[config.mk]
export PLATFORM = sky130hd
export DESIGN_NAME = pli_ctrl
export DESIGN_NICKNAME = d
export VERILOG_FILES = /design/src/design/pli_pkg.sv /design/src/design/pli_ctrl.sv
export SDC_FILE = /design/constraint.sdc
export NUM_CORES = 1
export LEC_CHECK = 0
export BUFFER_PORTS_ARGS = -buffer_cell sky130_fd_sc_hd__buf_4
export CAP_MARGIN = 10
export CORE_UTILIZATION = 30
export DETAILED_ROUTE_END_ITERATION = 6
export PLACE_DENSITY_LB_ADDON = 0.08
export SYNTH_ARGS = -nofsm -noshare
export SYNTH_HDL_FRONTEND = slang
export SYNTH_SLANG_ARGS = --single-unit
[constraint.sdc]
create_clock -name clk -period 3.45 [get_ports clk]
set_input_delay 0.5175 -clock clk [delete_from_list [all_inputs] [get_ports clk]]
set_output_delay 0.5175 -clock clk [all_outputs]
set_load 0.005 [all_outputs]
[src/design/pli_pkg.sv]
// Package for the piecewise linear interpolator: table size, status and region
// codes, controller-to-datapath command and status types. No dependencies.
`default_nettype none
package pli_pkg;
  localparam int unsigned MAX_KNOTS = 64;
  localparam int unsigned KNOT_AW   = $clog2(MAX_KNOTS);

  typedef enum logic [1:0] {
    ST_OK    = 2'd0,
    ST_EMPTY = 2'd1,
    ST_SPACE = 2'd2,
    ST_RSVD  = 2'd3
  } status_t;

  typedef enum logic [1:0] {
    RG_BELOW  = 2'd0,
    RG_INSIDE = 2'd1,
    RG_ABOVE  = 2'd2,
    RG_SINGLE = 2'd3
  } region_t;

  // Datapath operations issued by the controller.
  typedef enum logic [2:0] {
    OP_NONE   = 3'd0,
    OP_LOAD   = 3'd1,
    OP_RDX    = 3'd2,
    OP_SETUP  = 3'd3,
    OP_MUL    = 3'd4,
    OP_DIVINI = 3'd5,
    OP_DIV    = 3'd6,
    OP_FINAL  = 3'd7
  } op_t;

  typedef struct packed {
    op_t  op;
    logic mul_hi;
  } cmd_t;

  typedef struct packed {
    logic rd_lt;
    logic rd_gt;
    logic dx_zero;
  } sts_t;
endpackage
`default_nettype wire

[src/design/pli_ctrl.sv]
// Controller: request decode, binary search sequencing and result hand-off.
// Depends on pli_pkg.
`default_nettype none
module pli_ctrl (
  input  wire logic                         clk,
  input  wire logic                         rst_n,
  input  wire logic                         in_tvalid,
  output logic                              in_tready,
  input  wire logic                         req_type,
  input  wire logic [5:0]                   knot_index,
  input  wire logic [6:0]                   knot_count,
  input  wire pli_pkg::sts_t                sts,
  input  wire logic                         space_bad,
  input  wire logic [31:0]                  rd_y,
  input  wire logic [31:0]                  interp_y,
  output pli_pkg::cmd_t                     cmd,
  output logic [pli_pkg::KNOT_AW-1:0]       raddr,
  output logic                              cap,
  output logic                              out_tvalid,
  input  wire logic                         out_tready,
  output logic [31:0]                       out_y,
  output logic [1:0]                        out_status,
  output logic [1:0]                        out_region
);
  import pli_pkg::*;
  localparam int unsigned AW = $clog2(MAX_KNOTS);
  localparam int unsigned CW = $clog2(MAX_KNOTS + 1);

  typedef enum logic [3:0] {
    S_IDLE, S_LDRD, S_LDCHK, S_Q0, S_Q1, S_QN, S_SRCH, S_SWAIT,
    S_LO, S_HI, S_SET, S_M0, S_M1, S_DIV, S_FIN, S_OUT
  } state_t;

  state_t      state_r;
  logic [CW-1:0] n_r, lo_r, hi_r, mid;
  logic [6:0]  dcnt_r;
  logic [5:0]  idx_r;
  logic [CW-1:0] nclamp;

  assign nclamp = (knot_count > 7'(MAX_KNOTS)) ? CW'(MAX_KNOTS) : CW'(knot_count);
  assign mid    = CW'(({1'b0, lo_r} + {1'b0, hi_r}) >> 1);
  assign in_tready = (state_r == S_IDLE) && !out_tvalid;
  assign cap = in_tvalid && in_tready;

  always_comb begin
    cmd   = '{op: OP_NONE, mul_hi: 1'b0};
    raddr = '0;
    unique case (state_r)
      S_IDLE:  if (cap && !req_type) raddr = AW'(knot_index - 6'd1);
      S_LDRD:  raddr = AW'(idx_r - 6'd1);
      S_LDCHK: cmd.op = OP_LOAD;
      S_Q0:    raddr = '0;
      S_Q1:    raddr = AW'(n_r - CW'(1));
      S_SRCH:  raddr = AW'(mid);
      S_LO:    begin raddr = (lo_r == '0) ? '0 : AW'(lo_r - CW'(1)); end
      S_HI:    begin raddr = AW'(lo_r); cmd.op = OP_RDX; end
      S_SET:   begin raddr = AW'(lo_r); cmd.op = OP_SETUP; end
      S_M0:    cmd.op = OP_MUL;
      S_M1:    begin cmd.op = OP_MUL; cmd.mul_hi = 1'b1; end
      S_DIV:   cmd.op = (dcnt_r == 7'd0) ? OP_DIVINI : OP_DIV;
      S_FIN:   cmd.op = OP_FINAL;
      default: ;
    endcase
  end

  always_ff @(posedge clk) begin
    if (!rst_n) begin
      state_r    <= S_IDLE;
      out_tvalid <= 1'b0;
      dcnt_r     <= '0;
    end else begin
      if (out_tvalid && out_tready) out_tvalid <= 1'b0;
      unique case (state_r)
        S_IDLE: if (cap) begin
          idx_r <= knot_index;
          n_r   <= nclamp;
          if (!req_type) begin
            state_r <= S_LDRD;
          end else if (nclamp == '0) begin
            out_y <= '0; out_status <= ST_EMPTY; out_region <= RG_BELOW;
            out_tvalid <= 1'b1;
          end else state_r <= S_Q0;
        end
        S_LDRD: state_r <= S_LDCHK;
        S_LDCHK: begin
          // Write happens this cycle; previous x is on the read port.
          out_y <= '0; out_region <= RG_BELOW;
          out_status <= (idx_r != 6'd0 && space_bad) ? ST_SPACE : ST_OK;
          out_tvalid <= 1'b1;
          state_r <= S_IDLE;
        end
        S_Q0: state_r <= S_Q1;
        S_Q1: begin
          // Data of knot 0 is valid now.
          out_status <= ST_OK;
          if (n_r == CW'(1)) begin
            out_y <= rd_y; out_region <= RG_SINGLE; out_tvalid <= 1'b1;
            state_r <= S_IDLE;
          end else if (sts.rd_gt) begin
            out_y <= rd_y; out_region <= RG_BELOW; out_tvalid <= 1'b1;
            state_r <= S_IDLE;
          end else state_r <= S_QN;
        end
        S_QN: begin
          if (sts.rd_lt) begin
            out_y <= rd_y; out_region <= RG_ABOVE; out_tvalid <= 1'b1;
            state_r <= S_IDLE;
          end else begin
            lo_r <= '0; hi_r <= n_r; state_r <= S_SRCH;
          end
        end
        S_SRCH: state_r <= (lo_r < hi_r) ? S_SWAIT : S_LO;
        S_SWAIT: begin
          if (sts.rd_lt) lo_r <= mid + CW'(1);
          else           hi_r <= mid;
          state_r <= S_SRCH;
        end
        S_LO: begin
          out_region <= RG_INSIDE;
          state_r <= S_HI;
        end
        S_HI: begin
          if (lo_r == '0) begin
            // The query sits on the first knot, whose y is on the read port.
            out_y <= rd_y; out_status <= ST_OK; out_tvalid <= 1'b1;
            state_r <= S_IDLE;
          end else state_r <= S_SET;
        end
        S_SET: state_r <= S_M0;
        S_M0: begin
          if (sts.dx_zero) begin
            out_y <= rd_y; out_status <= ST_OK; out_tvalid <= 1'b1;
            state_r <= S_IDLE;
          end else state_r <= S_M1;
        end
        S_M1: begin dcnt_r <= '0; state_r <= S_DIV; end
        S_DIV: begin
          dcnt_r <= dcnt_r + 7'd1;
          if (dcnt_r == 7'd66) state_r <= S_FIN;
        end
        S_FIN: state_r <= S_OUT;
        S_OUT: begin
          out_y <= interp_y; out_status <= ST_OK; out_tvalid <= 1'b1;
          state_r <= S_IDLE;
        end
        default: state_r <= S_IDLE;
      endcase
    end
  end

  a_ready_idle: assert property (@(posedge clk) disable iff (!rst_n)
    in_tready |-> state_r == S_IDLE) else $error("ready outside idle");
  a_out_hold: assert property (@(posedge clk) disable iff (!rst_n)
    out_tvalid && !out_tready |=> out_tvalid) else $error("result dropped");
  a_status: assert property (@(posedge clk) disable iff (!rst_n)
    out_tvalid |-> out_status != ST_RSVD) else $error("bad status");
endmodule
`default_nettype wire

==> results of run 1 <==
[worst max-delay path, stage by stage, from the launching register on]
cell and delay, ns:
edfxtp_1 0.49, ha_1 0.43, and4bb_2 0.28, nor3_1 0.26
mux2i_2 0.37, a21oi_1 0.14, a311o_2 0.33, buf_4 0.13
[registers in the layout, summed over array words and instances, names as in the netlist]
| name | cells |
|---|---|
| out_status | 2 |
| out_region | 2 |
| out_tvalid | 1 |
| hi_r | 7 |
| idx_r | 6 |
| lo_r | 7 |
| state_r | 4 |
| n_r | 7 |
| dcnt_r | 7 |
| out_y | 32 |
[timing repair]
| item | in CTS | in global routing |
|---|---|---|
| hold buffers | 0 | 0 |
| hold endpoints to repair | 0 | 0 |
| gates resized for setup | 0 | 1 |
| setup endpoints to repair | 0 | 1 |
[power groups by stage]
stage	clock [mW]	sequential, mW	combinational, mW
after CTS	0.950	1.22	0.944
after floorplan	0	1.24	0.504
after detailed placement	0	1.24	0.939
after global placement	0	1.23	0.947
after global routing	0.990	1.23	1.02
final	0.924	1.22	0.935
[synthesized netlist by cell type, types with 4 or more instances]
master | n | share of area
o2111ai_1 | 4 | 0.0075
or3_1 | 7 | 0.0094
o211ai_1 | 4 | 0.0064
nor3b_1 | 4 | 0.0064
xnor2_1 | 6 | 0.011
nor4_1 | 6 | 0.0080
dfxtp_1 | 12 | 0.051
o21a_1 | 4 | 0.0064
o21ai_0 | 21 | 0.022
xor2_1 | 6 | 0.011
nand2_1 | 38 | 0.031
a21oi_1 | 25 | 0.027
mux2i_1 | 7 | 0.015
nand3_1 | 9 | 0.0096
edfxtp_1 | 63 | 0.40
a31oi_1 | 7 | 0.0094
inv_1 | 23 | 0.018
a22o_1 | 32 | 0.060
nand2b_1 | 9 | 0.012
clkbuf_1 | 21 | 0.017
or3b_2 | 4 | 0.0075
nor2_1 | 36 | 0.029
ha_1 | 19 | 0.051
nor3_1 | 18 | 0.019
nor2b_1 | 13 | 0.017
a211oi_1 | 7 | 0.011
[metrics by stage]
stage               hold WS, ns  setup slack [ns]   util
floorplan                 0.470             0.512      -
global placement          0.490             0.536  0.388
detailed placement        0.491             0.511  0.388
CTS                       0.361             0.159  0.407
global route              0.358            0.0126  0.407
finish                    0.373             0.162  0.407
[final timing paths]
kind | endpoint | startpoint | slack, ns
setup reg to reg | out_y[25]$_DFFE_PP_ | lo_r[0]$_SDFFCE_PN0P_ | 0.65
hold reg to reg | dcnt_r[0]$_SDFFE_PN0P_ | dcnt_r[0]$_SDFFE_PN0P_ | 0.50
hold / removal | idx_r[5]$_DFFE_PP_ | knot_index[5] | 0.37
setup / recovery | raddr[4] | lo_r[2]$_SDFFCE_PN0P_ | 0.16
[cell type report]
| cell class | instances | area (um^2) |
|---|---|---|
| flip-flops and latches | 75 | 2130 |
| well taps | 188 | 235 |
| clock buffers | 9 | 225 |
| repair buffers | 145 | 1090 |
| inverters | 23 | 86.3 |
| fillers | 1518 | 9010 |
| multi-input cells | 347 | 2360 |
| clock inverters | 7 | 60.1 |
[routing by layer]
layer  wire length (um)  share of wire  up-vias
li1                   -              -     2064
met1               6190           0.45     1951
met2               6580           0.48      124
met3                698          0.051       18
met4                340          0.025        0
met5                  0              0        -
[cells by family (layout without fill, tap and decap cells)]
group           count (synthesis)  count (layout)  synth area share
compound gates                137             137             0.209
fa+ha+maj                      20              20            0.0551
buf+inv                        49             184            0.0433
mux                             8               8            0.0198
simple gates                  170             170             0.194
xor+xnor                       12              12            0.0225
flops                          75              75             0.456
==> out/summary.md, run 1 <==
The flow ran to the end, and the final reports show no timing, DRC or antenna violations. The tools report the effective utilization at floorplan as 0.308. Overall power consumption after layout is estimated at 3.08 mW.

The register share of total power is 0.396, and the switching power summed over all nets is 0.973 mW. The tools report the cell chosen for the clock root as clkbuf_16. The vertical die dimension is 127 um, and the maximum clock path buffer count is 2.

For this run, the top clock speed supported by timing is 304 MHz. Summed over all failing endpoints, the final setup total negative slack is 0 ns. The mapped netlist covers 0.00468 mm^2.

The total of flip-flops plus latches after synthesis was 75. The top cell types in the final layout, fill and taps aside, are buf_4, edfxtp_1, nand2_1, nor2_1, a22o_1. The run gives 0 as the detailed-route DRC error count. Counting every sink on the clock net gives 75. The number of global-route vias before repair is 3,782, and the area added between synthesis and finish is 32.3%. In this run the post-CTS setup repair buffer count came out at 0.

The proportion of total power due to net switching was 0.316. Once layout is done, the placed cells without fillers occupy 0.00619 mm^2. The ratio of routed vias to standard cells is 5.24.

At the end of routability-driven placement, the weighted congestion stood at 0.790. The run gives 0.0392 as the met3 routing resource usage after global routing. The share of synthesized flip-flops with an asynchronous set or reset works out to 0. The clock reaches the later pin of the worst-skew pair after 0.34 ns. In the synthesized netlist the dominant register cell turns out to be edfxtp_1. The number of nets in the synthesized netlist is 577. The final number of max-transition violations is 0.

In this run, placement finished with an instance count of 778. Summed over all layers, the global routing overflow is 0. Power share of the clock group: 0.300. After clock tree synthesis, the clock-pin slew on the worst setup and hold paths is 0.06 ns.

Clock tree synthesis inserted a total of 9 buffers. The internal portion of the total power is 2.10 mW. Across the run, the number of max-cap violations was 0.

The average wire length per cell after detail routing was 17.4 um. The cell count of the worst hold path was 1. Counting every instance in the synthesized netlist gives 471. The number of nets in the layout is 707, and the global routing usage on met1 is 0.224. The number of search-and-repair iterations in the first detailed-routing pass was 5; the met2 routing resource usage after global routing was 0.276. The core region is 0.0152 mm^2. Dividing total power by cell area gives a power density of 497 mW/mm^2. The count of placed standard cells in the final layout, fillers left out was 794.

Once detail routing completed, the nets flagged for antenna violations numbered 0. STA classifies the critical path endpoint as a primary output. The routed layout has 4,157 vias.

The part of the Yosys area used for sequential elements is 0.456. The synthesized design contains 63 enable-type register cells. For the clock skew, the log shows 0.00798 ns.

The library cell used most frequently in the layout, excluding fill and tap cells, is buf_4. The placed wire-length estimate after detailed placement was 10,400 um; the total global-route track usage was 0.171. Setup repair after global routing left no endpoint under its margin. The worst register-to-register path has a depth of 7. The logs give 13,800 um for the detailed-route wire length and 0 for the final number of setup-violating endpoints. In this run the horizontal extent of the chip is 127 um. Across the VDD grid, the largest voltage drop is 0.249 mV. In this run the worst path has a maximum fanout of 7. The first global-routing pass estimated 21,000 um of wire. In this run, distinct cell masters in the synthesized netlist total 62.

The floorplan has 45 rows. The Yosys warning count is 0. Mean cell area of the mapped netlist: 9.93 um^2. At the worst endpoint, the required time is 2.93 ns.

In this run the worst hold path is classified as in -> reg. The final hold violation count was 0. Most used routing layer: met2.

0 antenna diodes ended up in the layout. The part of the power in combinational logic was 0.304; the shortest period the worst path allows was 3.29 ns. The H-tree was split into 3 levels.

The final worst-path cycle share was 0.953; the total cell area at the placement stage was 0.00590 mm^2. The critical path data arrival time came out at 2.77 ns. For this design the top-level I/O count stands at 135.

The worst setup path is of the reg -> out kind. Entering global routing, the biggest net connects 34 pins. The tools report the number of antenna violations at the first check in global routing as 0. Fraction of layout instances using a drive strength above 1: 0.292.

The die covers 0.0161 mm^2. At the pin with the least slew margin, the transition time is 0.836 ns. The number of buffers added on ports was 134. The analysis attributes to cell leakage a power of 2.45 nW. For the headroom to the max-slew limit, the log shows 0.440. TritonCTS built the clock tree. The first routing iteration left 326 violations. STA classifies the critical path startpoint as a flop.
(Power assumes the default switching activity.)
==> run 2, diff against run 1 <==
- CORE_UTILIZATION: 30 -> 50
==> out/summary.md, run 2 (synthesized netlist as in run 1, its figures left out) <==
Weighted congestion reported at the end of routability-driven placement: 0.943 (+19%). The final number of max-transition violations was 0 (unchanged); the biggest cell delay along the critical path was 0.50 ns (about the same). The effective utilization at floorplan is 0.526 (+0.218). The maximum fanout count along the critical path was 7 (unchanged). The worst setup path is launched from a flop.

The total number of clock tree sinks is 75 (unchanged), and the setup slack at placement is 0.494 ns (-0.0170 ns). The static leakage is 2.42 nW (-0.89%), and the flip-flop count of the largest register after layout is 32 (unchanged). The residual antenna-violating net count after detailed routing was 0 (unchanged); the worst-margin pin slew was 0.918 ns (+0.0818 ns). The placed wire-length estimate after detailed placement was 9350 um (-10%).

The most frequent standard cell in the layout excluding fill and tap cells is buf_4. TritonCTS built the clock tree. The number of search-and-repair iterations in the first detailed-routing pass was 5 (unchanged). Type of the worst setup path: reg -> out. The critical path required time was 2.93 ns (about the same); the final hold slack was 0.364 ns (-0.00897 ns). The clock skew was 0.0193 ns (+0.0113 ns); the total number of cells along the worst setup path was 7 (unchanged).

Setup repair after global routing left no endpoint under its margin. The standard cell core area was 0.00889 mm^2 (-42%); the detailed-route wire length was 12,300 um (-11%). The maximum number of pins on one net before global-route repair was 33 (-2.9%); the max capacitance violation total was 0 (unchanged).

The ratio of routed vias to standard cells was 5.97 (+14%); the detailed-route DRC error count was 0 (unchanged). The residual overflow from global routing is 0 (unchanged), and the number of antenna violations at the first check in global routing is 0 (unchanged). The count of H-tree levels built during CTS was 3 (unchanged); the number of antenna repair diodes was 0 (unchanged). The first-pass GRT wire length came out at 19,200 um (-8.8%). Total negative slack for setup checks: 0 ns (unchanged).

For the overall die area, the log shows 0.00974 mm^2 (-39%). The clock buffer count from CTS is 9 (unchanged), and the final number of setup-violating endpoints is 0 (unchanged). The ratio of total power to cell area was 483 mW/mm^2 (-2.8%); the cell total after placement was 695 (-11%). The run gives 707 (unchanged) as the number of nets in the layout.

The flow ran to the end, and the final reports show no timing, DRC or antenna violations. The maximum clock path buffer count was 2 (unchanged); the number of DRC violations after detailed-routing iteration 0 was 260 (-20%). The headroom to the max-slew limit is 0.383 (-0.0572), and the clock latency of the later-clocked register in the worst-skew pair is 0.35 ns (about the same). The setup slack after layout was 0.211 ns (+0.0486 ns); the number of fill cells was 690 (-55%). The shortest period the worst path allows was 3.24 ns (-0.0486 ns). The worst min-delay path class is in -> reg. The post-CTS clock slew at the launch and capture registers of the worst setup and hold paths was 0.08 ns (+0.02 ns); the final hold violation count was 0 (unchanged).

Number of buffers added on ports: 134 (unchanged). In the layout the commonest cells are buf_4, edfxtp_1, nand2_1, nor2_1, a22o_1. The critical path data arrival time was 2.72 ns (-0.05 ns); the total global-route track usage was 0.254 (+0.0826). Final worst-path cycle share: 0.939 (-0.0141).

The count of placed standard cells in the final layout, fillers left out came out at 714 (-10%). Fraction of layout instances using a drive strength above 1: 0.292 (unchanged). The largest individual stage delay along the critical path comes from the cell edfxtp_1.

The number of global-route vias before repair is 3,818 (+0.95%), and the row count is 34 (-24%). From synthesis to final layout, the design area changed by 29.0%. The tools report the number of ports placed on the die boundary as 135 (unchanged). The horizontal extent of the die works out to 98.7 um (-22%). Via count: 4,264 (+2.6%).

The run gives 309 MHz (+1.5%) as the achievable frequency. The kind of cell with the highest combined delay along the critical path is simple AND/OR/NAND/NOR gates. The vertical die dimension is 98.7 um (-22%). The cell count of the worst hold path works out to 1 (unchanged).

Traced cell by cell, the critical path runs through ha_1, and4bb_2, nor3_1, mux2i_2, a21oi_1, a311o_2, buf_4. The cell count of the worst reg-to-reg path is 7 (unchanged). The tools report the cell chosen for the clock root as clkbuf_8. The average wire length per cell after detail routing works out to 17.2 um (-1.3%). The largest vdd supply drop was 0.280 mV (+13%). The number of buffers and inverters on the critical path is 1 (unchanged), and the final core area utilization is 0.679 (+0.272).

The register with the most flip-flops in the final layout is out_y. The nature of the critical path endpoint was a primary output.
-- run 2: layout make-up --
class                      count  area, um^2  area share
clock inverter                 7         104      0.0172
clock buffer                   9         124      0.0205
sequential                    75        2130       0.353
multi-input combinational    347        2360       0.391
timing repair buffer         145        1090       0.181
tap                          108         135      0.0224
inverter                      23        86.3      0.0143
-- run 2: per-layer routing --
layer  GRT usage  routed length (um)  vias to the layer above
met1       0.334                5140                     1975
met2       0.412                5850                      208
met3      0.0560                 959                       24
li1            -                   -                     2057
met5           0                   0                        -
met4      0.0941                 310                        0
-- run 2: timing repair --
| item | CTS | global route |
|---|---|---|
| setup endpoints to repair | 0 | 1 |
| buffers inserted | 0 | 2 |
| resized for setup | 0 | 1 |
| hold buffers | 0 | 0 |
-- run 2: report_power, final --
group | total (mW) | switching, mW | internal [mW]
Combinational | 0.893 | 0.450 | 0.442
Clock | 0.779 | 0.360 | 0.419
Sequential | 1.24 | 0.0851 | 1.16
Total | 2.92 | 0.896 | 2.02
-- run 2: final timing paths --
kind,from,end,slack (ns)
worst max-delay path,lo_r[2]$_SDFFCE_PN0P_,raddr[4],0.21
worst min register to register,dcnt_r[0]$_SDFFE_PN0P_,dcnt_r[0]$_SDFFE_PN0P_,0.51
worst max register to register,state_r[1]$_SDFFE_PN0P_,out_y[15]$_DFFE_PP_,0.65
worst min-delay path,knot_index[1],idx_r[1]$_DFFE_PP_,0.36
-- run 2: metrics by stage --
stage	total power, mW	area [um^2]
final	2.92	6030
after global routing	3.07	6030
after CTS	2.93	6000
after detailed placement	2.15	5780
after global placement	2.14	5780
after floorplan	1.74	4680
==> run 3, diff against run 2 <==
- CORE_UTILIZATION: 50 -> 45
- HOLD_SLACK_MARGIN: not set -> 0.1
- clock period: 3.45 -> 4 ns (I/O delays scaled with it)
==> out/summary.md, run 3 (synthesized netlist as in run 1, its figures left out) <==
More flip-flops sit in one register than any other, and that register is out_y. Setup repair after global routing left no endpoint under its margin. The logs give 34 (+3.0%) for the maximum number of pins on one net before global-route repair and 2.40 nW (-0.95%) for the static leakage. The fraction of layout instances using a drive strength above 1 is 0.287 (-0.00518).

The tools report the post-CTS setup buffer count as 0 (unchanged). The critical hold path startpoint is knot_index[1]. The number of nets in the layout was 704 (-0.42%); the headroom to the max-slew limit was 0.337 (-0.0457). The achievable frequency was 285 MHz; the total of cells resized after clock tree synthesis was 0 (unchanged). The critical path goes through ha_1, and4bb_2, nor3_1, mux2i_1, a21oi_1, a311o_2, buf_4. Residual overflow from global routing: 0 (unchanged).

The detailed-route wire length is 12,500 um (+2.2%), and the via count is 4,208 (-1.3%). The tools report the number of antenna repair diodes as 0 (unchanged). Ratio of total power to cell area: 410 mW/mm^2 (-15%). The run gives 0.236 (-0.0177) as the total global-route track usage. The total number of clock tree sinks is 75 (unchanged), and the number of global-route vias before repair is 4,030 (+5.6%). The clock skew was 0.0115 ns (-0.00777 ns); the final worst-path cycle share was 0.877. STA classifies the critical path startpoint as a flop.

The run gives 0.315 (+0.009) as the part of the power in combinational logic. The path class of the tightest hold or removal check is in -> reg. The worst-margin pin slew works out to 0.986 ns (+0.0680 ns).

The post-CTS clock slew at the launch and capture registers of the worst setup and hold paths is 0.08 ns (about the same), and the hold buffer count at CTS is 0 (unchanged). TritonCTS built the clock tree. The nature of the critical path endpoint was a primary output. The flip-flop count of the largest register after layout is 32 (unchanged), and the vertical die dimension is 104 um (+5.3%). The switching power summed over all nets was 0.787 mW (-12%); the proportion of total power due to net switching was 0.319 (+0.0119). The ratio of routed vias to standard cells came out at 5.72 (-4.3%).

The run gives 0 (unchanged) as the final number of setup-violating endpoints. Leaving out fill and tap cells, the most frequent cell in the layout is buf_4. The tools report the residual antenna-violating net count after detailed routing as 0 (unchanged). The type of the worst setup path was reg -> out.

For the cell total after placement, the log shows 720 (+3.6%). The run gives 2.91 ns (+0.19 ns) as the critical path data arrival time. In the layout the commonest cells are buf_4, edfxtp_1, nand2_1, nor2_1, a22o_1. The logs give 36 (+5.9%) for the row count and 0.435 (+0.008) for the register share of total power. The number of DRC violations after detailed-routing iteration 0 came out at 278 (+6.9%). The startpoint identified for the worst register-to-register timing path is lo_r[1]$_SDFFCE_PN0P_.

The tools report the clock buffer count from CTS as 9 (unchanged). Cell chosen for the clock root: clkbuf_8. In this run the worst setup path begins at lo_r[2]$_SDFFCE_PN0P_. The final number of max-transition violations came out at 0 (unchanged). The biggest cell delay along the critical path was 0.49 ns (about the same); the average wire length per cell after detail routing was 17.0 um (-0.90%). The count of H-tree levels built during CTS is 3 (unchanged), and the clock latency of the later-clocked register in the worst-skew pair is 0.36 ns (about the same). The detailed-route DRC error count is 0 (unchanged).

The number of ports placed on the die boundary came out at 135 (unchanged). For the internal power, the log shows 1.68 mW (-17%). The logs give 860 (+25%) for the number of fill cells and 0.250 (-0.017) for the power share of the clock group.

For the standard cell core area, the log shows 0.00991 mm^2 (+11%). The final hold violation count was 0 (unchanged). The maximum clock path buffer count is 2 (unchanged). The shortest period the worst path allows was 3.51 ns. For the count of placed standard cells in the final layout, fillers left out, the log shows 736 (+3.1%).

The number of antenna violations at the first check in global routing was 0 (unchanged). The run finished with clean final reports. The run gives 3.40 ns (+0.47 ns) as the critical path required time.

The max capacitance violation total was 0 (unchanged); the maximum fanout count along the critical path was 7 (unchanged). The critical-path cell with the highest stage delay was edfxtp_1. The placed wire-length estimate after detailed placement was 9530 um (+2.0%).

First-pass GRT wire length: 20,400 um (+6.6%). Largest vdd supply drop: 0.241 mV (-14%). The number of buffers added on ports was 134 (unchanged). The tools report the overall die area as 0.0108 mm^2 (+11%). The logs give 0 ns (unchanged) for the total negative slack for setup checks and 0.472 (-0.0541) for the effective utilization at floorplan.

The tools report the weighted congestion reported at the end of routability-driven placement as 0.885 (-6.2%). The number of search-and-repair iterations in the first detailed-routing pass is 5 (unchanged), and the horizontal extent of the die is 104 um (+5.3%). The area growth from synthesis to layout is 28.6%.
run 3: worst max-delay path: cells and delay by family (launching register included):
family	cells	cell delay (ns)
AND/OR/NAND/NOR	2	0.52
buffers and inverters	1	0.13
multiplexers	1	0.47
adder cells (fa/ha/maj)	1	0.43
flip-flops	1	0.49
AO/OA/AOI/OAI	2	0.50
run 3: worst paths after layout:
kind / end / slack (ns) / depth (start not counted)
min: idx_r[1]$_DFFE_PP_ / 0.43 / 1
min reg2reg: dcnt_r[0]$_SDFFE_PN0P_ / 0.53 / 2
max reg2reg: lo_r[5]$_SDFFCE_PN0P_ / 1.09 / 7
max: raddr[4] / 0.49 / 7
run 3: power by group through the flow:
stage	sequential [mW]	combinational, mW	clock [mW]
3_5_place_dp	1.09	0.774	0
6_report	1.07	0.776	0.617
3_3_place_gp	1.09	0.768	0
4_1_cts	1.07	0.777	0.628
2_1_floorplan	1.07	0.435	0
5_1_grt	1.09	0.844	0.659
run 3: per-layer routing:
layer / global-route usage / part of all wire
met5: 0 / 0
met1: 0.309 / 0.42
met2: 0.400 / 0.49
met3: 0.0464 / 0.076
met4: 0.0612 / 0.012
run 3: area by class of cell:
class,count,area (um^2),area share
multi-input cells,347,2360,0.392
flip-flops and latches,75,2130,0.354
repair buffers,142,1070,0.177
well taps,133,166,0.0277
clock buffers,9,124,0.0206
inverters,23,86.3,0.0144
clock inverters,7,83.8,0.0139
run 3: through the flow:
stage               power (mW)  hold WS (ns)  instance area, um^2   util  worst slack (ns)
detailed placement        1.86         0.522                 5810  0.586             0.916
global route              2.59         0.424                 6010  0.607             0.324
finish                    2.47         0.433                 6010  0.607             0.491
CTS                       2.48         0.424                 6010  0.607             0.525
global placement          1.85         0.488                 5810  0.586              1.02
floorplan                 1.50         0.470                 4680      -              1.06
